[src/c2e_pkg.sv]
// Shared types, constants and the month table for the calendar to epoch seconds converter.
package c2e_pkg;

    localparam logic [13:0] EPOCH_YEAR         = 14'd1970;
    localparam logic [13:0] MAX_YEAR           = 14'd9999;
    // floor(y / 100) == (y * 5243) >> 19 for every 14-bit y
    localparam logic [12:0] RECIP_100          = 13'd5243;
    localparam int          RECIP_100_SHIFT    = 19;
    localparam logic [6:0]  CENTURY            = 7'd100;
    localparam logic [8:0]  DAYS_PER_YEAR      = 9'd365;
    // leap days among years 1..1969
    localparam logic [8:0]  LEAPS_BEFORE_EPOCH = 9'd477;
    localparam logic [16:0] SECS_PER_DAY       = 17'd86400;
    localparam logic [11:0] SECS_PER_HOUR      = 12'd3600;
    localparam logic [5:0]  SECS_PER_MINUTE    = 6'd60;

    // configuration register indexes
    localparam logic [1:0] CFG_LIMIT_YEAR  = 2'd0;
    localparam logic [1:0] CFG_LIMIT_MONTH = 2'd1;
    localparam logic [1:0] CFG_LIMIT_DAY   = 2'd2;

    typedef struct packed {
        logic [13:0] limit_year;
        logic [3:0]  limit_month;
        logic [4:0]  limit_day;
    } cfg_t;

    typedef struct packed {
        logic [5:0]  second_num;
        logic [5:0]  minute_num;
        logic [4:0]  hour_num;
        logic [4:0]  day_num;
        logic [3:0]  month_num;
        logic [6:0]  year_short;
        logic [13:0] year_full;
    } item_t;

    typedef struct packed {
        logic        out_of_range;
        logic [37:0] epoch_seconds;
        logic        date_valid;
    } result_t;

    // days before the first of month m; months 13..15 count as 31 days each
    function automatic logic [8:0] days_before_month(input logic [3:0] m);
        logic [8:0] d;
        case (m)
            4'd0:    d = 9'd0;
            4'd1:    d = 9'd0;
            4'd2:    d = 9'd31;
            4'd3:    d = 9'd59;
            4'd4:    d = 9'd90;
            4'd5:    d = 9'd120;
            4'd6:    d = 9'd151;
            4'd7:    d = 9'd181;
            4'd8:    d = 9'd212;
            4'd9:    d = 9'd243;
            4'd10:   d = 9'd273;
            4'd11:   d = 9'd304;
            4'd12:   d = 9'd334;
            4'd13:   d = 9'd365;
            4'd14:   d = 9'd396;
            4'd15:   d = 9'd427;
            default: d = 9'd0;
        endcase
        return d;
    endfunction

endpackage

[src/c2e_core.sv]
// Five-stage datapath: date checks, closed-form day count and seconds assembly.
module c2e_core
    import c2e_pkg::*;
(
    input  logic    clk,
    input  logic    rst_n,
    input  cfg_t    cfg,
    input  logic    in_valid,
    output logic    in_ready,
    input  item_t   in_item,
    output logic    out_valid,
    input  logic    out_ready,
    output result_t out_result
);

    // stage enables: a stage loads when it is empty or its successor moves
    logic en1, en2, en3, en4, en5;
    logic s1_valid_reg, s2_valid_reg, s3_valid_reg, s4_valid_reg, s5_valid_reg;

    assign en5      = !s5_valid_reg || out_ready;
    assign en4      = !s4_valid_reg || en5;
    assign en3      = !s3_valid_reg || en4;
    assign en2      = !s2_valid_reg || en3;
    assign en1      = !s1_valid_reg || en2;
    assign in_ready = en1;

    always_ff @(posedge clk or negedge rst_n)
    begin
        if (!rst_n)
        begin
            s1_valid_reg <= 1'b0;
            s2_valid_reg <= 1'b0;
            s3_valid_reg <= 1'b0;
            s4_valid_reg <= 1'b0;
            s5_valid_reg <= 1'b0;
        end
        else
        begin
            if (en1) s1_valid_reg <= in_valid;
            if (en2) s2_valid_reg <= s1_valid_reg;
            if (en3) s3_valid_reg <= s2_valid_reg;
            if (en4) s4_valid_reg <= s3_valid_reg;
            if (en5) s5_valid_reg <= s4_valid_reg;
        end
    end

    // ---- stage 1: reciprocal multiplies for y/100 and (y-1)/100
    logic [13:0] in_prev_year;
    logic [26:0] qy_prod, qn_prod;
    item_t       s1_item_reg;
    logic [7:0]  s1_qy_reg, s1_qn_reg;

    assign in_prev_year = in_item.year_full - 14'd1;
    assign qy_prod      = 27'(in_item.year_full) * 27'(RECIP_100);
    assign qn_prod      = 27'(in_prev_year) * 27'(RECIP_100);

    always_ff @(posedge clk)
    begin
        if (en1)
        begin
            s1_item_reg <= in_item;
            s1_qy_reg   <= qy_prod[RECIP_100_SHIFT +: 8];
            s1_qn_reg   <= qn_prod[RECIP_100_SHIFT +: 8];
        end
    end

    // ---- stage 2: leap year, validity, range check, leap-day count, time of day
    logic [13:0] rem_wide;
    logic [6:0]  rem100;
    logic [13:0] prev_year;
    logic        leap_next;
    logic [4:0]  month_len;
    logic        valid_next, oor_next;
    logic [11:0] leaps_next;
    logic [16:0] tod_next;

    logic [13:0] s2_year_reg;
    logic [3:0]  s2_month_reg;
    logic [4:0]  s2_day_reg;
    logic        s2_leap_reg, s2_date_ok_reg, s2_oor_reg;
    logic [11:0] s2_leaps_reg;
    logic [16:0] s2_tod_reg;

    always_comb
    begin
        rem_wide  = s1_item_reg.year_full - 14'(s1_qy_reg) * 14'(CENTURY);
        rem100    = rem_wide[6:0];
        leap_next = (s1_item_reg.year_full[1:0] == 2'd0) &&
                    !((rem100 == 7'd0) && (s1_qy_reg[1:0] != 2'd0));
        case (s1_item_reg.month_num) inside
            4'd2:                     month_len = leap_next ? 5'd29 : 5'd28;
            4'd4, 4'd6, 4'd9, 4'd11:  month_len = 5'd30;
            default:                  month_len = 5'd31;
        endcase
        valid_next = (s1_item_reg.year_full <= MAX_YEAR) &&
                     (s1_item_reg.year_short == rem100) &&
                     (s1_item_reg.month_num >= 4'd1) && (s1_item_reg.month_num <= 4'd12) &&
                     (s1_item_reg.day_num >= 5'd1) && (s1_item_reg.day_num <= month_len);
        oor_next   = (s1_item_reg.year_full < EPOCH_YEAR) ||
                     (s1_item_reg.year_full > MAX_YEAR) ||
                     (s1_item_reg.year_full > cfg.limit_year) ||
                     ((s1_item_reg.year_full == cfg.limit_year) &&
                      ((s1_item_reg.month_num != cfg.limit_month) ||
                       (s1_item_reg.day_num > cfg.limit_day)));
        // leap days among years 1..y-1
        prev_year  = s1_item_reg.year_full - 14'd1;
        leaps_next = 12'(prev_year[13:2]) - 12'(s1_qn_reg) + 12'(s1_qn_reg[7:2]);
        tod_next   = 17'(s1_item_reg.hour_num) * 17'(SECS_PER_HOUR) +
                     17'(s1_item_reg.minute_num) * 17'(SECS_PER_MINUTE) +
                     17'(s1_item_reg.second_num);
    end

    always_ff @(posedge clk)
    begin
        if (en2)
        begin
            s2_year_reg    <= s1_item_reg.year_full;
            s2_month_reg   <= s1_item_reg.month_num;
            s2_day_reg     <= s1_item_reg.day_num;
            s2_leap_reg    <= leap_next;
            s2_date_ok_reg <= valid_next;
            s2_oor_reg     <= oor_next;
            s2_leaps_reg   <= leaps_next;
            s2_tod_reg     <= tod_next;
        end
    end

    // ---- stage 3: whole days counted from the epoch, day of month included
    logic [12:0] year_off;
    logic [21:0] days_next;
    logic        leap_adj;

    logic [21:0] s3_days_reg;
    logic        s3_date_ok_reg, s3_oor_reg;
    logic [16:0] s3_tod_reg;

    always_comb
    begin
        year_off  = 13'(s2_year_reg - EPOCH_YEAR);
        leap_adj  = (s2_month_reg > 4'd2) && s2_leap_reg;
        days_next = 22'(year_off) * 22'(DAYS_PER_YEAR) + 22'(s2_leaps_reg) -
                    22'(LEAPS_BEFORE_EPOCH) + 22'(days_before_month(s2_month_reg)) +
                    22'(leap_adj) + 22'(s2_day_reg);
    end

    always_ff @(posedge clk)
    begin
        if (en3)
        begin
            s3_days_reg    <= days_next;
            s3_date_ok_reg <= s2_date_ok_reg;
            s3_oor_reg     <= s2_oor_reg;
            s3_tod_reg     <= s2_tod_reg;
        end
    end

    // ---- stage 4: (days - 1) * 86400
    logic [21:0] days_m1;
    logic [38:0] day_secs_next;

    logic [38:0] s4_day_secs_reg;
    logic        s4_zero_days_reg, s4_date_ok_reg, s4_oor_reg;
    logic [16:0] s4_tod_reg;

    assign days_m1       = s3_days_reg - 22'd1;
    assign day_secs_next = 39'(days_m1) * 39'(SECS_PER_DAY);

    always_ff @(posedge clk)
    begin
        if (en4)
        begin
            s4_day_secs_reg  <= day_secs_next;
            s4_zero_days_reg <= (s3_days_reg == 22'd0);
            s4_date_ok_reg   <= s3_date_ok_reg;
            s4_oor_reg       <= s3_oor_reg;
            s4_tod_reg       <= s3_tod_reg;
        end
    end

    // ---- stage 5: add time of day; clamp the day-zero underflow; zero when rejected
    logic [38:0] sum_secs;
    logic [37:0] secs_next;
    result_t     s5_result_reg;

    always_comb
    begin
        sum_secs = s4_day_secs_reg + 39'(s4_tod_reg);
        if (s4_oor_reg)
            secs_next = 38'd0;
        else if (s4_zero_days_reg)
            secs_next = (s4_tod_reg >= SECS_PER_DAY) ?
                        38'(s4_tod_reg - SECS_PER_DAY) : 38'd0;
        else
            secs_next = sum_secs[37:0];
    end

    always_ff @(posedge clk)
    begin
        if (en5)
        begin
            s5_result_reg.date_valid    <= s4_date_ok_reg;
            s5_result_reg.epoch_seconds <= secs_next;
            s5_result_reg.out_of_range  <= s4_oor_reg;
        end
    end

    assign out_valid  = s5_valid_reg;
    assign out_result = s5_result_reg;

    // a waiting result is never dropped
    a_hold_result: assert property (@(posedge clk) disable iff (!rst_n)
        out_valid && !out_ready |=> out_valid && $stable(out_result))
        else $error("result dropped or changed while stalled");

    // a rejected conversion always reports zero seconds
    a_oor_zero: assert property (@(posedge clk) disable iff (!rst_n)
        out_valid && out_result.out_of_range |-> out_result.epoch_seconds == 38'd0)
        else $error("nonzero seconds on rejected conversion");

    // with every stage full and the output stalled, no transaction is taken
    a_full_stall: assert property (@(posedge clk) disable iff (!rst_n)
        s1_valid_reg && s2_valid_reg && s3_valid_reg && s4_valid_reg &&
        s5_valid_reg && !out_ready |-> !in_ready)
        else $error("input accepted into a full stalled pipeline");

endmodule

[src/calendar_to_epoch_seconds.sv]
// Top level: stream ports, configuration registers and the conversion pipeline.
//
// Converts one broken-down Gregorian date and time per transaction into seconds
// since 1970-01-01 00:00:00, with a calendar validity flag and a range flag.
//
// Channels:
//   s_axis_*  input transaction, one date/time per accepted beat
//   m_axis_*  result transaction, seconds in tdata, flags in tuser
//   cfg_*     register writes: 0 limit_year, 1 limit_month, 2 limit_day;
//             index 3 is ignored. cfg_ready is always high. Write only while
//             no transaction is in flight.
// Path: an accepted transaction moves through the stage registers in order,
//   and m_axis_tvalid rises once the last stage holds it.
// Throughput: one transaction per cycle while the output is not stalled;
//   the five stages (two reciprocal multiplies, checks, day count,
//   day-to-seconds multiply, final add) each advance independently.
// Reset: all stages empty, limits return to 2038 / 1 / 19.
// Stall: a held result stays stable in the output register; stages upstream
//   keep filling, and s_axis_tready drops only when all five are occupied.
module calendar_to_epoch_seconds
    import c2e_pkg::*;
(
    input  logic        clk,
    input  logic        rst_n,

    input  logic        s_axis_tvalid,
    output logic        s_axis_tready,
    // [13:0] year_full, [20:14] year_short, [24:21] month_num, [29:25] day_num,
    // [34:30] hour_num, [40:35] minute_num, [46:41] second_num, [47] zero
    input  logic [47:0] s_axis_tdata,

    output logic        m_axis_tvalid,
    input  logic        m_axis_tready,
    // [37:0] epoch_seconds, [39:38] zero
    output logic [39:0] m_axis_tdata,
    // [0] date_valid, [1] out_of_range
    output logic [1:0]  m_axis_tuser,

    input  logic        cfg_valid,
    output logic        cfg_ready,
    input  logic [1:0]  cfg_index,
    input  logic [13:0] cfg_data
);

    cfg_t    cfg_reg;
    item_t   in_item;
    result_t result;

    assign cfg_ready = 1'b1;

    // limit registers; writes to an unused index are dropped
    always_ff @(posedge clk or negedge rst_n)
    begin
        if (!rst_n)
        begin
            cfg_reg.limit_year  <= 14'd2038;
            cfg_reg.limit_month <= 4'd1;
            cfg_reg.limit_day   <= 5'd19;
        end
        else if (cfg_valid && cfg_ready)
        begin
            case (cfg_index)
                CFG_LIMIT_YEAR:  cfg_reg.limit_year  <= cfg_data;
                CFG_LIMIT_MONTH: cfg_reg.limit_month <= cfg_data[3:0];
                CFG_LIMIT_DAY:   cfg_reg.limit_day   <= cfg_data[4:0];
                default:         cfg_reg             <= cfg_reg;
            endcase
        end
    end

    // field order in the struct matches the tdata layout, highest field first
    assign in_item = item_t'(s_axis_tdata[46:0]);

    c2e_core u_core
    (
        .clk        (clk),
        .rst_n      (rst_n),
        .cfg        (cfg_reg),
        .in_valid   (s_axis_tvalid),
        .in_ready   (s_axis_tready),
        .in_item    (in_item),
        .out_valid  (m_axis_tvalid),
        .out_ready  (m_axis_tready),
        .out_result (result)
    );

    assign m_axis_tdata = {2'b00, result.epoch_seconds};
    assign m_axis_tuser = {result.out_of_range, result.date_valid};

endmodule
[config.mk]
export PLATFORM = sky130hd
export DESIGN_NAME = calendar_to_epoch_seconds
export DESIGN_NICKNAME = d
export VERILOG_FILES = /design/src/c2e_pkg.sv /design/src/c2e_core.sv /design/src/calendar_to_epoch_seconds.sv
export SDC_FILE = /design/constraint.sdc
export NUM_CORES = 1
export LEC_CHECK = 0
export BUFFER_PORTS_ARGS = -buffer_cell sky130_fd_sc_hd__buf_2
export CORE_MARGIN = 2
export CORE_UTILIZATION = 33
export DETAILED_ROUTE_END_ITERATION = 7
export GPL_TIMING_DRIVEN = 0
export PLACE_DENSITY = 0.59
export SKIP_LAST_GASP = 1
export SLEW_MARGIN = 20
export SYNTH_ARGS = -nofsm -noshare
export SYNTH_HDL_FRONTEND = slang
export SYNTH_HIERARCHICAL = 1
export SYNTH_SLANG_ARGS = --single-unit
[constraint.sdc]
create_clock -name clk -period 8.1 [get_ports clk]
set_input_delay 0.81 -clock clk [delete_from_list [all_inputs] [get_ports clk]]
set_output_delay 0.81 -clock clk [all_outputs]
set_load 0.02 [all_outputs]
* After elaboration in Yosys (flattened, before gate mapping)
Memory sizes are Yosys's and may differ from the RTL's. A register that Yosys moved wholly into a read port is not among the register bits.
Index checks and enable logic that the tools add are counted.
** Storage, ports and cells
- Logic and storage cells :: 121
- Input port bits :: 69
- Register bits :: 277
- Bits in read-only memories :: 144
- Memories kept :: 1
- Output and inout bits :: 45
** Memories
- (name not given) :: depth 16, bits a word 9, rd ports 1, clocked after Yosys merged registers in 1, wr ports 0, RTL line c2e_pkg.sv:47 : case (m)
** Cells by class
- Multiplexer cells :: 6
- Add/subtract/negate cells :: 16
- Reduce and logical (&&, ||, !) cells :: 33
- Equal/unequal tests :: 10
- Multipliers :: 7
- Magnitude comparators :: 11
** Operators by type and width (count)
- two-way mux 38 bit :: 2
- multiplier 14 x 13 -> 27 bit, second input constant :: 2
- adder 38 x 17 -> 38 bit :: 1
- multiplier 22 x 10 -> 31 bit, second input constant :: 1
- subtractor 14 x 1 -> 14 bit, second input constant :: 2
- adder 22 x 1 -> 22 bit :: 1
- adder 22 x 12 -> 22 bit :: 1
- adder 22 x 5 -> 22 bit :: 1
- adder 22 x 9 -> 22 bit :: 1
- logical NOT 22 bit :: 1
- multiplier 13 x 9 -> 22 bit, second input constant :: 1
- subtractor 22 x 1 -> 22 bit, second input constant :: 1
- subtractor 22 x 9 -> 22 bit, second input constant :: 1
- subtractor 17 x 17 -> 18 bit, second input constant :: 1
- adder 17 x 12 -> 17 bit :: 1
- adder 17 x 6 -> 17 bit :: 1
- greater-or-equal comparator 17 bit, second input constant :: 1
- == test 14 bit :: 1
- greater-than comparator 14 bit :: 1
- greater-than comparator 14 bit, second input constant :: 1
- <= comparator 14 bit, second input constant :: 1
- < comparator 14 x 11 -> 1 bit, second input constant :: 1
- multiplier 5 x 8 -> 13 bit, second input constant :: 1
- subtractor 13 x 11 -> 13 bit, second input constant :: 1
- other kinds (29) :: 56

* Depth between registers and ports, before layout
Gate-level depths: netlist of run 1.
- Word-level depth :: 10
- Depth in mapped cells :: 28

* Cells and area by module
The synthesis of run 1 kept the hierarchy.
** Modules (own cells, without submodules)
- c2e_core :: cells each 2532, seq. area each 7692.4 um2, times used 1, area each 27293.7 um2
- calendar_to_epoch_seconds :: cells each 55, seq. area each 591.8 um2, times used 1, area each 925.9 um2

* Worst setup path after synthesis of run 1
Ideal clock, no wire load.
- Path type :: in2reg
- Start point :: input port s_axis_tdata[1]
- End point :: register u_core.s1_qn_reg[7] (data pin)
- Slack :: 1155 ps
- Path buffers :: 0
- Required time :: 7840 ps
- Arrival time :: 6685 ps
- Stages on the path :: 25
- Path through :: inv_1 > ha_1 > a21boi_1 > o21ai_0 > nand2_1 > nand2_1 > a21boi_1 > nand3_1 > xnor2_1 > fa_1 > ha_1 > fa_1 > inv_1 > fa_1 > fa_1 > inv_1 > ha_1 > nand2_1 > nor2_1 > a221oi_1 > a31oi_1 > a211oi_1 > a21oi_1 > a21oi_1 > xnor2_1
** Between the ends
- Word-level cells in the longest chain between the ends :: 2
** Ends and longest elaborated chain
- start, declared :: RTL line calendar_to_epoch_seconds.sv:30 : input logic [47:0] s_axis_tdata,
- subtractor 14 x 1 -> 14 bit :: RTL line c2e_core.sv:53 : assign in_prev_year = in_item.year_full - 14'd1;
- multiplier 14 x 13 -> 27 bit :: RTL line c2e_core.sv:55 : assign qn_prod = 27'(in_prev_year) * 27'(RECIP_100);
- net u_core.qn_prod[26] :: RTL line c2e_core.sv:49 : logic [26:0] qy_prod, qn_prod;
- end signal, assigned :: RTL line c2e_core.sv:63 : s1_qn_reg <= qn_prod[RECIP_100_SHIFT +: 8];
- end, declared :: RTL line c2e_core.sv:51 : logic [7:0] s1_qy_reg, s1_qn_reg;
The timed path passes the listed nets, and every way through them passes these cells.
A chain may end at the register's enable or synchronous reset.

* Final worst setup path of run 1
- Start point :: input port s_axis_tdata[0]
- End point :: register u_core.s1_qn_reg[7] (data pin)
The elaborated chain is that of the path after synthesis.

==> metrics.md, run 1 <==
| Metric | Value |
|---|---|
| Status | completed |
| Startpoint Class | primary input |
| # DRC | 0 |
| Max incr delay on CP | 0.80 ns |
| Clock sink count | 283 |
| Ant. Diodes | 0 |
| Global route overflow | 0 |
| Cell count after synthesis | 2587 |
| DPL Wire Length | 45400 um |
| Synth async-reset ratio | 9.89% |
| Required time worst endpoint | 8.38 ns |
| Post-CTS setup buffer count | 0 |
| Number of buffers inserted by hold repair at cts | 0 |
| Seq. cell area | 8280 um^2 |
| Nets | 3559 |
| WL/cell | 13.8 um |
| PnR worst setup slack | 0.573 ns |
| Period utilization | 92.9% |
| CTS Buf Count | 34 |
| Vias in the first global route | 18100 |
| Std cell rows | 107 |
| Antenna-violating nets left | 0 |
| CTS root buf | clkbuf_16 |
| CP top delay family | adder cells |
| Crit-path max FO | 9 |
| Number of max-slew violations in the final report | 0 |
| Worst Path Buf+Inv | 5 |
| Fmax | 133 MHz |
| Slowest-stage cell, CP | xnor2_1 |
| Min Hold Slack | 0.317 ns |
| Place WS | -0.210 ns |
| Syn Area/Cell | 10.9 um^2 |
| WL final | 53900 um |
| Max reg flops | 47 |
| Area of the multi-input gates | 17600 um^2 |
| I/O Pins | 114 |
| Largest net degree at the start of global routing | 53 |
| Min Tclk post-route | 7.53 ns |
| Crit Path Class | in2reg |
| Clk_skew | 0.0516 ns |
| Post-synth EDFFs | 246 |
| Post-CTS sizing | 0 |
| Fill count | 8500 |
| Die area | 87900 um^2 |
| Dpl cells | 3848 |
| Finished Layout Cells | 3908 |
| Drt via density | 4.41 |
| Area delta synth->final | 11.4% |
| Skew-Pair Late Insertion Delay | 0.57 ns |
| TritonCTS clock tree | yes |
| CTS Buffer Depth | 3 |
| Die X | 296 um |
| Placer congestion estimate | 0.800 |
| Die Span Y | 296 um |
| Hold Path Class | in2async |
| Top_reg_cell synth | edfxtp_1 |
| Synth Warn # | 6 |
| Antenna violations before repair | 0 |
| Slew Limit Headroom | 31.3% |
| Final setup fails | 0 |
| Unrepaired setup endpoints after global routing | no |
| H-tree depth | 2 |
| Mapped Area | 28200 um^2 |
| Max Cap Violations | 0 |
| DR iter-0 viols | 528 |
| Worst slew pin tran | 1.02 ns |
| Yosys reg bits | 283 |
| Share of layout cells above drive strength 1 | 8.86% |
| Yosys cell types | 79 |
| CP Data Arrival Time | 7.81 ns |
| Initial core utilization | 33.2% |
| Vias | 17200 |
| First-pass GRT wire length | 90300 um |
| CP endpoint kind | register |
| First drt pass iteration count | 4 |
| Core area | 85000 um^2 |
| # port buffers | 109 |
| Reg clk slew, reported paths | 0.06 ns |
| Post-synthesis sequential area ratio | 29.4% |
| Total Routing Usage GR | 12.8% |
| Final number of hold-violating endpoints | 0 |
-- final timing paths --
check                                                startpoint                              endpoint  slack (ns)  cells past startpoint
worst max-delay path                            s_axis_tdata[0]         u_core/s1_qn_reg[7]$_DFFE_PP_        0.57                     26
worst min-delay path                                      rst_n               cfg_reg[21]$_DFFE_PN0P_        0.32                      1
worst max register to register  u_core/s3_days_reg[2]$_DFFE_PP_  u_core/s4_day_secs_reg[37]$_DFFE_PP_        1.15                     22
worst min register to register   u_core/s3_tod_reg[9]$_DFFE_PP_        u_core/s4_tod_reg[9]$_DFFE_PP_        0.41                      0
max in group asynchronous                                 rst_n          u_core/out_valid$_DFFE_PN0P_        7.26                      1
min in group clk                 u_core/s3_tod_reg[9]$_DFFE_PP_        u_core/s4_tod_reg[9]$_DFFE_PP_        0.41                      0
-- layer usage --
metal  vias to the layer above  global-route usage, %  share of wire, %  wire (um)
met4                         0                   2.62               1.6        865
li1                       8862                      -                 -          -
met2                       190                   23.5                51      27300
met1                      8135                   15.9                45      24300
met5                         -                      0                 0          0
met3                        54                   1.82               2.7       1450
-- kinds of logic (layout without fill, tap and decap cells) --
kind of cell	Yosys count	in the layout	share of synthesized area (%)
AO/OA/AOI/OAI	328	328	7.28
flip-flops	283	283	29.4
other	2	3	0.0266
multiplexers	34	34	1.36
adder cells (fa/ha/maj)	750	750	40.2
AND/OR/NAND/NOR	355	355	6.75
buffers and inverters	627	803	8.43
XOR/XNOR	208	208	6.58
-- final cells by class --
type / instances / area share (%)
plain buffers: 19 / 0.310
clock buffers: 45 / 2.93
clock inverters: 15 / 0.509
inverters: 608 / 7.26
multi-input cells: 1678 / 56.0
flip-flops and latches: 283 / 26.3
well taps: 1144 / 4.55
repair buffers: 116 / 2.13
-- cells in the final DEF, fill, tap and decap left out, types with 5 or more instances in the layout --
| cell type | n |
|---|---|
| dfstp_2 | 13 |
| o211ai_1 | 5 |
| nand4_1 | 19 |
| xnor2_1 | 130 |
| clkbuf_16 | 34 |
| nor2_1 | 83 |
| edfxtp_1 | 246 |
| nand3_1 | 36 |
| a21oi_1 | 98 |
| buf_2 | 109 |
| nand2_1 | 67 |
| and2_1 | 11 |
| a31oi_1 | 10 |
| mux2_2 | 25 |
| nor3_1 | 27 |
| xor2_1 | 72 |
| a21o_1 | 28 |
| mux2i_1 | 8 |
| o21bai_1 | 21 |
| and3_1 | 13 |
| o21ai_1 | 9 |
| o21ai_0 | 74 |
| buf_6 | 5 |
| dfrtp_1 | 15 |
| or3_1 | 8 |
| inv_1 | 606 |
| nor4_1 | 10 |
| clkbuf_1 | 22 |
| fa_1 | 262 |
| a211oi_1 | 15 |
| nand2b_1 | 20 |
| a21boi_0 | 5 |
| o21a_1 | 16 |
| o31ai_1 | 5 |
| ha_1 | 488 |
| nor2b_1 | 24 |
| dfxtp_1 | 9 |
-- Yosys cell counts, types with 16 or more instances --
cell | number | area, um^2
xnor2_1 | 133 | 1160
o21bai_1 | 21 | 158
a21oi_1 | 98 | 490
fa_1 | 262 | 5250
ha_1 | 488 | 6110
a21o_1 | 28 | 210
xor2_1 | 72 | 631
nor3_1 | 27 | 135
nand2_1 | 69 | 259
nor2b_1 | 24 | 150
nand2b_1 | 20 | 125
o21ai_0 | 74 | 370
nor2_1 | 83 | 312
inv_1 | 607 | 2280
nand3_1 | 37 | 185
edfxtp_1 | 246 | 7390
o21a_1 | 16 | 120
mux2_2 | 25 | 282
nand4_1 | 19 | 119
-- stage by stage --
stage	area, um^2	util [%]	TNS, ns
6_report	31400	37.0	0
5_1_grt	31400	37.0	0
4_1_cts	31400	37.0	0
3_5_place_dp	30300	35.7	-0.293
3_3_place_gp	30200	35.5	-0.105
2_1_floorplan	28200	-	0
Power of run 1 is left out: the tool's default activity adds up to more than one toggle a clock period on the data nets, which glitch-free logic cannot reach.
==> run 2: changes to the inputs <==
Settings changed: BUFFER_PORTS_ARGS -buffer_cell sky130_fd_sc_hd__buf_2 to -buffer_cell sky130_fd_sc_hd__buf_4.
==> run 2 against run 1 <==
Net effect:
- maximum frequency is 0.92% lower
- clock skew shrank 0.028 ns
- design area rose by 1.1%
- cell count barely moved
- via count increased by 0.58%
- clock-buffer cell count increased by 1
- die area did not move
- critical path depth is the same
- critical endpoint unchanged
- core utilization grew 0.41 points
- highest routed layer unchanged
- first-iteration DRC count grew 9.3%
- routed wire length about the same
- worst setup slack worse by 0.070 ns
==> metrics.md, run 2 (synthesis gave the netlist of run 1 again) <==
| Metric | Value |
|---|---|
| First-pass GRT wire length | 89800 um (-0.56%) |
| CP Data Arrival Time | 7.88 ns (+0.07 ns) |
| Area delta synth->final | 12.7% |
| Die Span Y | 296 um (unchanged) |
| Unrepaired setup endpoints after global routing | no |
| Antenna violations before repair | 0 (unchanged) |
| Period utilization | 93.8% (+0.86 points) |
| Slew Limit Headroom | 29.3% (-2.1 points) |
| CP endpoint kind | register |
| Skew-Pair Late Insertion Delay | 0.55 ns (-0.02 ns) |
| Worst r2r src | u_core/s3_days_reg[2]$_DFFE_PP_ |
| Status | completed |
| I/O Pins | 114 (unchanged) |
| Share of layout cells above drive strength 1 | 9.00% (+0.13 points) |
| Worst R2R End | u_core/s4_day_secs_reg[37]$_DFFE_PP_ |
| Max Cap Violations | 0 (unchanged) |
| Vias | 17300 (+0.58%) |
| Sum of negative setup slack | 0 ns (unchanged) |
| # port buffers | 109 (unchanged) |
| Drt via density | 4.43 (+0.50%) |
| Ant. Diodes | 0 (unchanged) |
| Min Hold Slack | 0.188 ns (-0.129 ns) |
| Global route overflow | 0 (unchanged) |
| Final setup fails | 0 (unchanged) |
| # DRC | 0 (unchanged) |
| CTS Buffer Depth | 3 (unchanged) |
| Number of buffers inserted by hold repair at cts | 0 (unchanged) |
| H-tree depth | 2 (unchanged) |
| Final number of hold-violating endpoints | 0 (unchanged) |
| Register-to-Register Path Depth | 22 (unchanged) |
| Total Routing Usage GR | 12.8% (-0.051 points) |
| Fmax | 132 MHz (-0.92%) |
| Commonest non-fill, non-tap cell in the layout | inv_1 |
| Vias in the first global route | 17900 (-0.68%) |
| Worst slew pin tran | 1.05 ns (+0.0306 ns) |
| Post-CTS setup buffer count | 0 (unchanged) |
| Post-CTS sizing | 0 (unchanged) |
| WL/cell | 13.8 um (about the same) |
| DR iter-0 viols | 577 (+9.3%) |
| Clock sink count | 283 (unchanged) |
| Std cell rows | 107 (unchanged) |
| Min Tclk post-route | 7.60 ns (+0.0696 ns) |
| Core area | 85000 um^2 (unchanged) |
| Antenna-violating nets left | 0 (unchanged) |
| Worst reg-to-reg setup slack | 1.16 ns (about the same) |
| Die X | 296 um (unchanged) |
| Crit-path max FO | 9 (unchanged) |
| Reg clk slew, reported paths | 0.06 ns (about the same) |
| WL final | 53900 um (about the same) |
| Number of max-slew violations in the final report | 0 (unchanged) |
| Largest net degree at the start of global routing | 53 (unchanged) |
| Die area | 87900 um^2 (unchanged) |
| Placer congestion estimate | 0.813 (+1.6%) |
| Nets | 3560 (+0.028%) |
| Crit Path Class | in2reg |
| Clk_skew | 0.0233 ns (-0.0283 ns) |
| Max reg flops | 47 (unchanged) |
| Required time worst endpoint | 8.38 ns (about the same) |
| CTS root buf | clkbuf_16 |
| Initial core utilization | 33.2% (unchanged) |
| Hold Path Class | in2async |
| CTS Buf Count | 35 (+2.9%) |
| TritonCTS clock tree | yes |
| First drt pass iteration count | 5 (+1) |
| DPL Wire Length | 45400 um (about the same) |
| Startpoint Class | primary input |
| Commonest non-fill, non-tap cells in the layout | inv_1, ha_1, fa_1 |
-- run 2: metal layers --
| layer | track usage, % | part of all wire, % | vias to the layer above |
|---|---|---|---|
| li1 | - | - | 8865 |
| met1 | 15.9 | 45 | 8236 |
| met2 | 23.3 | 51 | 178 |
| met3 | 1.64 | 2.8 | 62 |
| met4 | 3.07 | 2.0 | 0 |
| met5 | 0 | 0 | - |
-- run 2: per-stage QoR --
step | cell area [um^2] | worst slack (ns) | std cells | utilization [%]
after floorplan | 28200 | 1.16 | 2588 | -
after global placement | 30500 | -0.0556 | 3841 | 35.8
after detailed placement | 30600 | -0.0408 | 3848 | 36.0
after CTS | 31800 | 0.529 | 3911 | 37.4
after global routing | 31800 | 0.0195 | 3911 | 37.4
final | 31800 | 0.504 | 3911 | 37.4
-- run 2: worst max-delay path by stage --
stage / from / endpoint / slack, ns / depth (start not counted)
after floorplan: s_axis_tdata[1] / u_core/s1_qn_reg[7]$_DFFE_PP_ / 1.16 / 25
after global placement: s_axis_tdata[1] / u_core/s1_qn_reg[7]$_DFFE_PP_ / -0.06 / 26
after detailed placement: s_axis_tdata[1] / u_core/s1_qn_reg[7]$_DFFE_PP_ / -0.04 / 26
after CTS: s_axis_tdata[1] / u_core/s1_qn_reg[7]$_DFFE_PP_ / 0.53 / 26
after global routing: s_axis_tdata[0] / u_core/s1_qn_reg[7]$_DFFE_PP_ / 0.02 / 26
final: s_axis_tdata[0] / u_core/s1_qn_reg[7]$_DFFE_PP_ / 0.50 / 26
-- run 2: worst max-delay path, cell delays in order --
cell and delay (ns):
buf_4 0.17, inv_1 0.19, ha_1 0.27, o21ai_0 0.34
a21boi_1 0.19, nand3_1 0.15, nor2_1 0.06, xnor2_1 0.74
inv_1 0.21, fa_1 0.58, inv_1 0.05, ha_1 0.29
fa_1 0.50, fa_1 0.55, inv_1 0.05, fa_1 0.53
inv_1 0.04, ha_1 0.29, nand3_1 0.08, nor2_1 0.25
o2111ai_1 0.29, a31oi_1 0.50, a211oi_1 0.22, a21oi_1 0.27
a21oi_1 0.12, xnor2_1 0.13
-- run 2: area by class of cell --
| class | count | area [um^2] |
|---|---|---|
| multi-input cells | 1678 | 17600 |
| fillers | 8412 | 53200 |
| plain buffers | 19 | 97.6 |
| clock inverters | 17 | 211 |
| inverters | 608 | 2280 |
| well taps | 1144 | 1430 |
| repair buffers | 116 | 938 |
| clock buffers | 46 | 967 |
| flip-flops and latches | 283 | 8280 |
Power of run 2 is left out for the same reason.
==> run 3: changes to the inputs <==
Settings changed: ABC_AREA set to 1.
==> run 3 against run 2 <==
Net effect:
- sequential cell count is the same
- synthesized cell count rose by 32%
- via count is 26% higher
- highest routed layer unchanged
- core utilization down 0.25 points
- design area is 7.4% higher
- register-to-register slack improved by 0.83 ns
- sequential share of layout area is 1.8 points lower
- maximum frequency is 24% higher
- clock skew shrank 0.0063 ns
- critical path depth fell by 2
==> metrics.md, run 3 <==
| Metric | Value |
|---|---|
| # port buffers | 107 (-1.8%) |
| I/O Pins | 114 (unchanged) |
| Required time worst endpoint | 8.42 ns (+0.04 ns) |
| Sum of negative setup slack | 0 ns (unchanged) |
| Top_reg_cell synth | edfxtp_1 |
| Slew Limit Headroom | 40.7% (+11 points) |
| Startpoint Class | register |
| Synth async-reset ratio | 9.89% (unchanged) |
| H-tree depth | 1 (-1) |
| Die area | 95500 um^2 (+8.6%) |
| Commonest non-fill, non-tap cell in the layout | inv_1 |
| Final core occ | 37.2% (-0.25 points) |
| Commonest non-fill, non-tap cells in the layout | inv_1, nand2_1, ha_1 |
| Core area | 91900 um^2 (+8.1%) |
| Slowest-stage cell, CP | fa_1 |
| Initial core utilization | 33.4% (+0.19 points) |
| Area delta synth->final | 11.3% |
| CP endpoint kind | register |
| Die X | 309 um (+4.2%) |
| Number of buffers inserted by hold repair at cts | 0 (unchanged) |
| Final setup fails | 0 (unchanged) |
| Crit Path Class | reg2reg |
| Status | completed |
| Antenna-violating nets left | 0 (unchanged) |
| CTS root buf | clkbuf_16 |
| Post-synth top cells | inv_1, nand2_1, ha_1 |
| Area post-placement | 33100 um^2 (+8.2%) |
| Area leader, netlist | edfxtp_1 |
| Std cell rows | 111 (+3.7%) |
| First-pass GRT wire length | 111000 um (+24%) |
| DR iter-0 viols | 1089 (+89%) |
| Post-layout instance area | 34200 um^2 (+7.4%) |
| Reg clk slew, reported paths | 0.07 ns (about the same) |
| Post-CTS setup buffer count | 0 (unchanged) |
| CP cell instances | inv_1 > ha_1 > a21oi_1 > nand2_1 > nand2_1 > nand2_1 > nor2_1 > xor2_1 > inv_1 > ha_1 > fa_1 > fa_1 > fa_1 > inv_1 > fa_1 > inv_1 > ha_1 > nand2_1 > nor2_1 > inv_1 > nor3_1 > nand4_1 > nand3_1 > xor2_1 |
| Worst path most repeated cell | inv_1 |
| First drt pass iteration count | 5 (unchanged) |
| Clk_skew | 0.0170 ns (-0.00629 ns) |
| CTS Buffer Depth | 3 (unchanged) |
| Fmax | 164 MHz (+24%) |
| Nets | 4371 (+23%) |
| Drt via density | 4.52 (+1.9%) |
| Global route overflow | 0 (unchanged) |
| Share of layout cells above drive strength 1 | 7.10% (-1.9 points) |
| Max reg flops | 47 (unchanged) |
| # DRC | 0 (unchanged) |
| Worst reg-to-reg setup slack | 1.99 ns (+0.83 ns) |
| Vias | 21800 (+26%) |
| Post-CTS sizing | 0 (unchanged) |
| DPL Wire Length | 57200 um (+26%) |
| Top-area cell type share of the netlist area | 24.1% (-2.1 points) |
| Post-synthesis sequential area ratio | 27.0% (-2.4 points) |
| TritonCTS clock tree | yes |
| Die Span Y | 309 um (+4.2%) |
| Skew-Pair Late Insertion Delay | 0.59 ns (+0.04 ns) |
| WL final | 67200 um (+25%) |
| Synth Warn # | 6 (unchanged) |
| Syn Area/Cell | 9.00 um^2 (-17%) |
| WL/cell | 14.0 um (+1.2%) |
| Mapped Area | 30700 um^2 (+8.8%) |
| Worst slew pin tran | 0.886 ns (-0.167 ns) |
| Placer congestion estimate | 0.913 (+12%) |
| Max incr delay on CP | 0.57 ns (-0.17 ns) |
| Max Cap Violations | 0 (unchanged) |
| Final number of hold-violating endpoints | 0 (unchanged) |
| Total Routing Usage GR | 14.3% (+1.6 points) |
| Ant. Diodes | 0 (unchanged) |
| Min Tclk post-route | 6.11 ns (-1.49 ns) |
| Unrepaired setup endpoints after global routing | no |
| Top-count cell post-synth | inv_1 |
| Clock sink count | 283 (unchanged) |
| Place WS | 1.37 ns (+1.42 ns) |
| Yosys reg bits | 283 (unchanged) |
| Post-synth EDFFs | 246 (unchanged) |
| Cell count after synthesis | 3409 (+32%) |
| Crit-path max FO | 6 (-3) |
| CTS Buf Count | 30 (-14%) |
| Hold Path Class | in2async |
| Number of max-slew violations in the final report | 0 (unchanged) |
| Period utilization | 75.4% (-18 points) |
| PnR worst setup slack | 1.99 ns (+1.49 ns) |
| CP Data Arrival Time | 6.43 ns (-1.45 ns) |
| Antenna violations before repair | 1 (+1) |
| Vias in the first global route | 22100 (+23%) |
| Register-to-Register Path Depth | 24 (+9.1%) |
| Top post-synthesis cells by area | edfxtp_1, ha_1, fa_1, inv_1, nand2_1 |
| Yosys cell types | 55 (-30%) |
| Largest net degree at the start of global routing | 61 (+15%) |
-- run 3: cell count changes after synthesis, sizes merged, moves of 21 or more --
| cell | change |
|---|---|
| mux2 | -25 |
| nor2 | +105 |
| inv | +195 |
| nand2 | +508 |
| xnor2 | -88 |
| nor2b | -24 |
| nand2b | -21 |
| xor2 | +39 |
| nand4 | +33 |
| a21oi | +78 |
| nand3 | +118 |
-- run 3: final cells by class --
| class | instances | area [um^2] |
|---|---|---|
| fill | 9445 | 57800 |
| buffer | 19 | 111 |
| multi-input combinational | 2305 | 19300 |
| inverter | 803 | 3010 |
| tap | 1243 | 1560 |
| clock inverter | 15 | 159 |
| sequential | 283 | 8280 |
| clock buffer | 41 | 866 |
| timing repair buffer | 110 | 871 |
-- run 3: final timing paths --
path                                                         end                            start
worst max-delay path            u_core/s3_days_reg[19]$_DFFE_PP_  u_core/s2_year_reg[1]$_DFFE_PP_
worst min-delay path                     cfg_reg[22]$_DFFE_PN0P_                            rst_n
worst max register to register  u_core/s3_days_reg[19]$_DFFE_PP_  u_core/s2_year_reg[1]$_DFFE_PP_
worst min register to register   u_core/s3_tod_reg[12]$_DFFE_PP_  u_core/s2_tod_reg[12]$_DFFE_PP_
max in group asynchronous           u_core/out_valid$_DFFE_PN0P_                            rst_n
min in group clk                u_core/s1_item_reg[14]$_DFFE_PP_                 s_axis_tdata[14]
-- run 3: logic make-up after synthesis --
family                   synth area share (%)
XOR/XNOR                                 4.64
other                                  0.0245
AND/OR/NAND/NOR                          15.0
AO/OA/AOI/OAI                            6.20
flip-flops                               27.0
buffers and inverters                    10.2
adder cells (fa/ha/maj)                  37.0
-- run 3: worst max-delay path, delay by kind of cell, from the launching register on --
kind | cells | cell delay [ns]
AO/OA/AOI/OAI | 1 | 0.18
XOR/XNOR | 2 | 0.37
adder cells (fa/ha/maj) | 7 | 3.07
buffers and inverters | 5 | 0.57
flip-flops | 1 | 0.47
AND/OR/NAND/NOR | 9 | 1.16
-- run 3: stage by stage --
| stage | hold WS (ns) | instances |
|---|---|---|
| after floorplan | 0.400 | 3410 |
| after global placement | 0.402 | 4760 |
| after detailed placement | 0.405 | 4763 |
| after CTS | 0.161 | 4819 |
| after global routing | 0.179 | 4819 |
| final | 0.186 | 4819 |
-- run 3: metal layers --
metal  vias up  wire, um  track usage [%]
li1      11200         -                -
met1     10200     32300             19.5
met2       333     31700             24.6
met3        88      1990             1.49
met4         0      1300             3.06
met5         -         0                0
Power of run 3 is left out for the same reason.
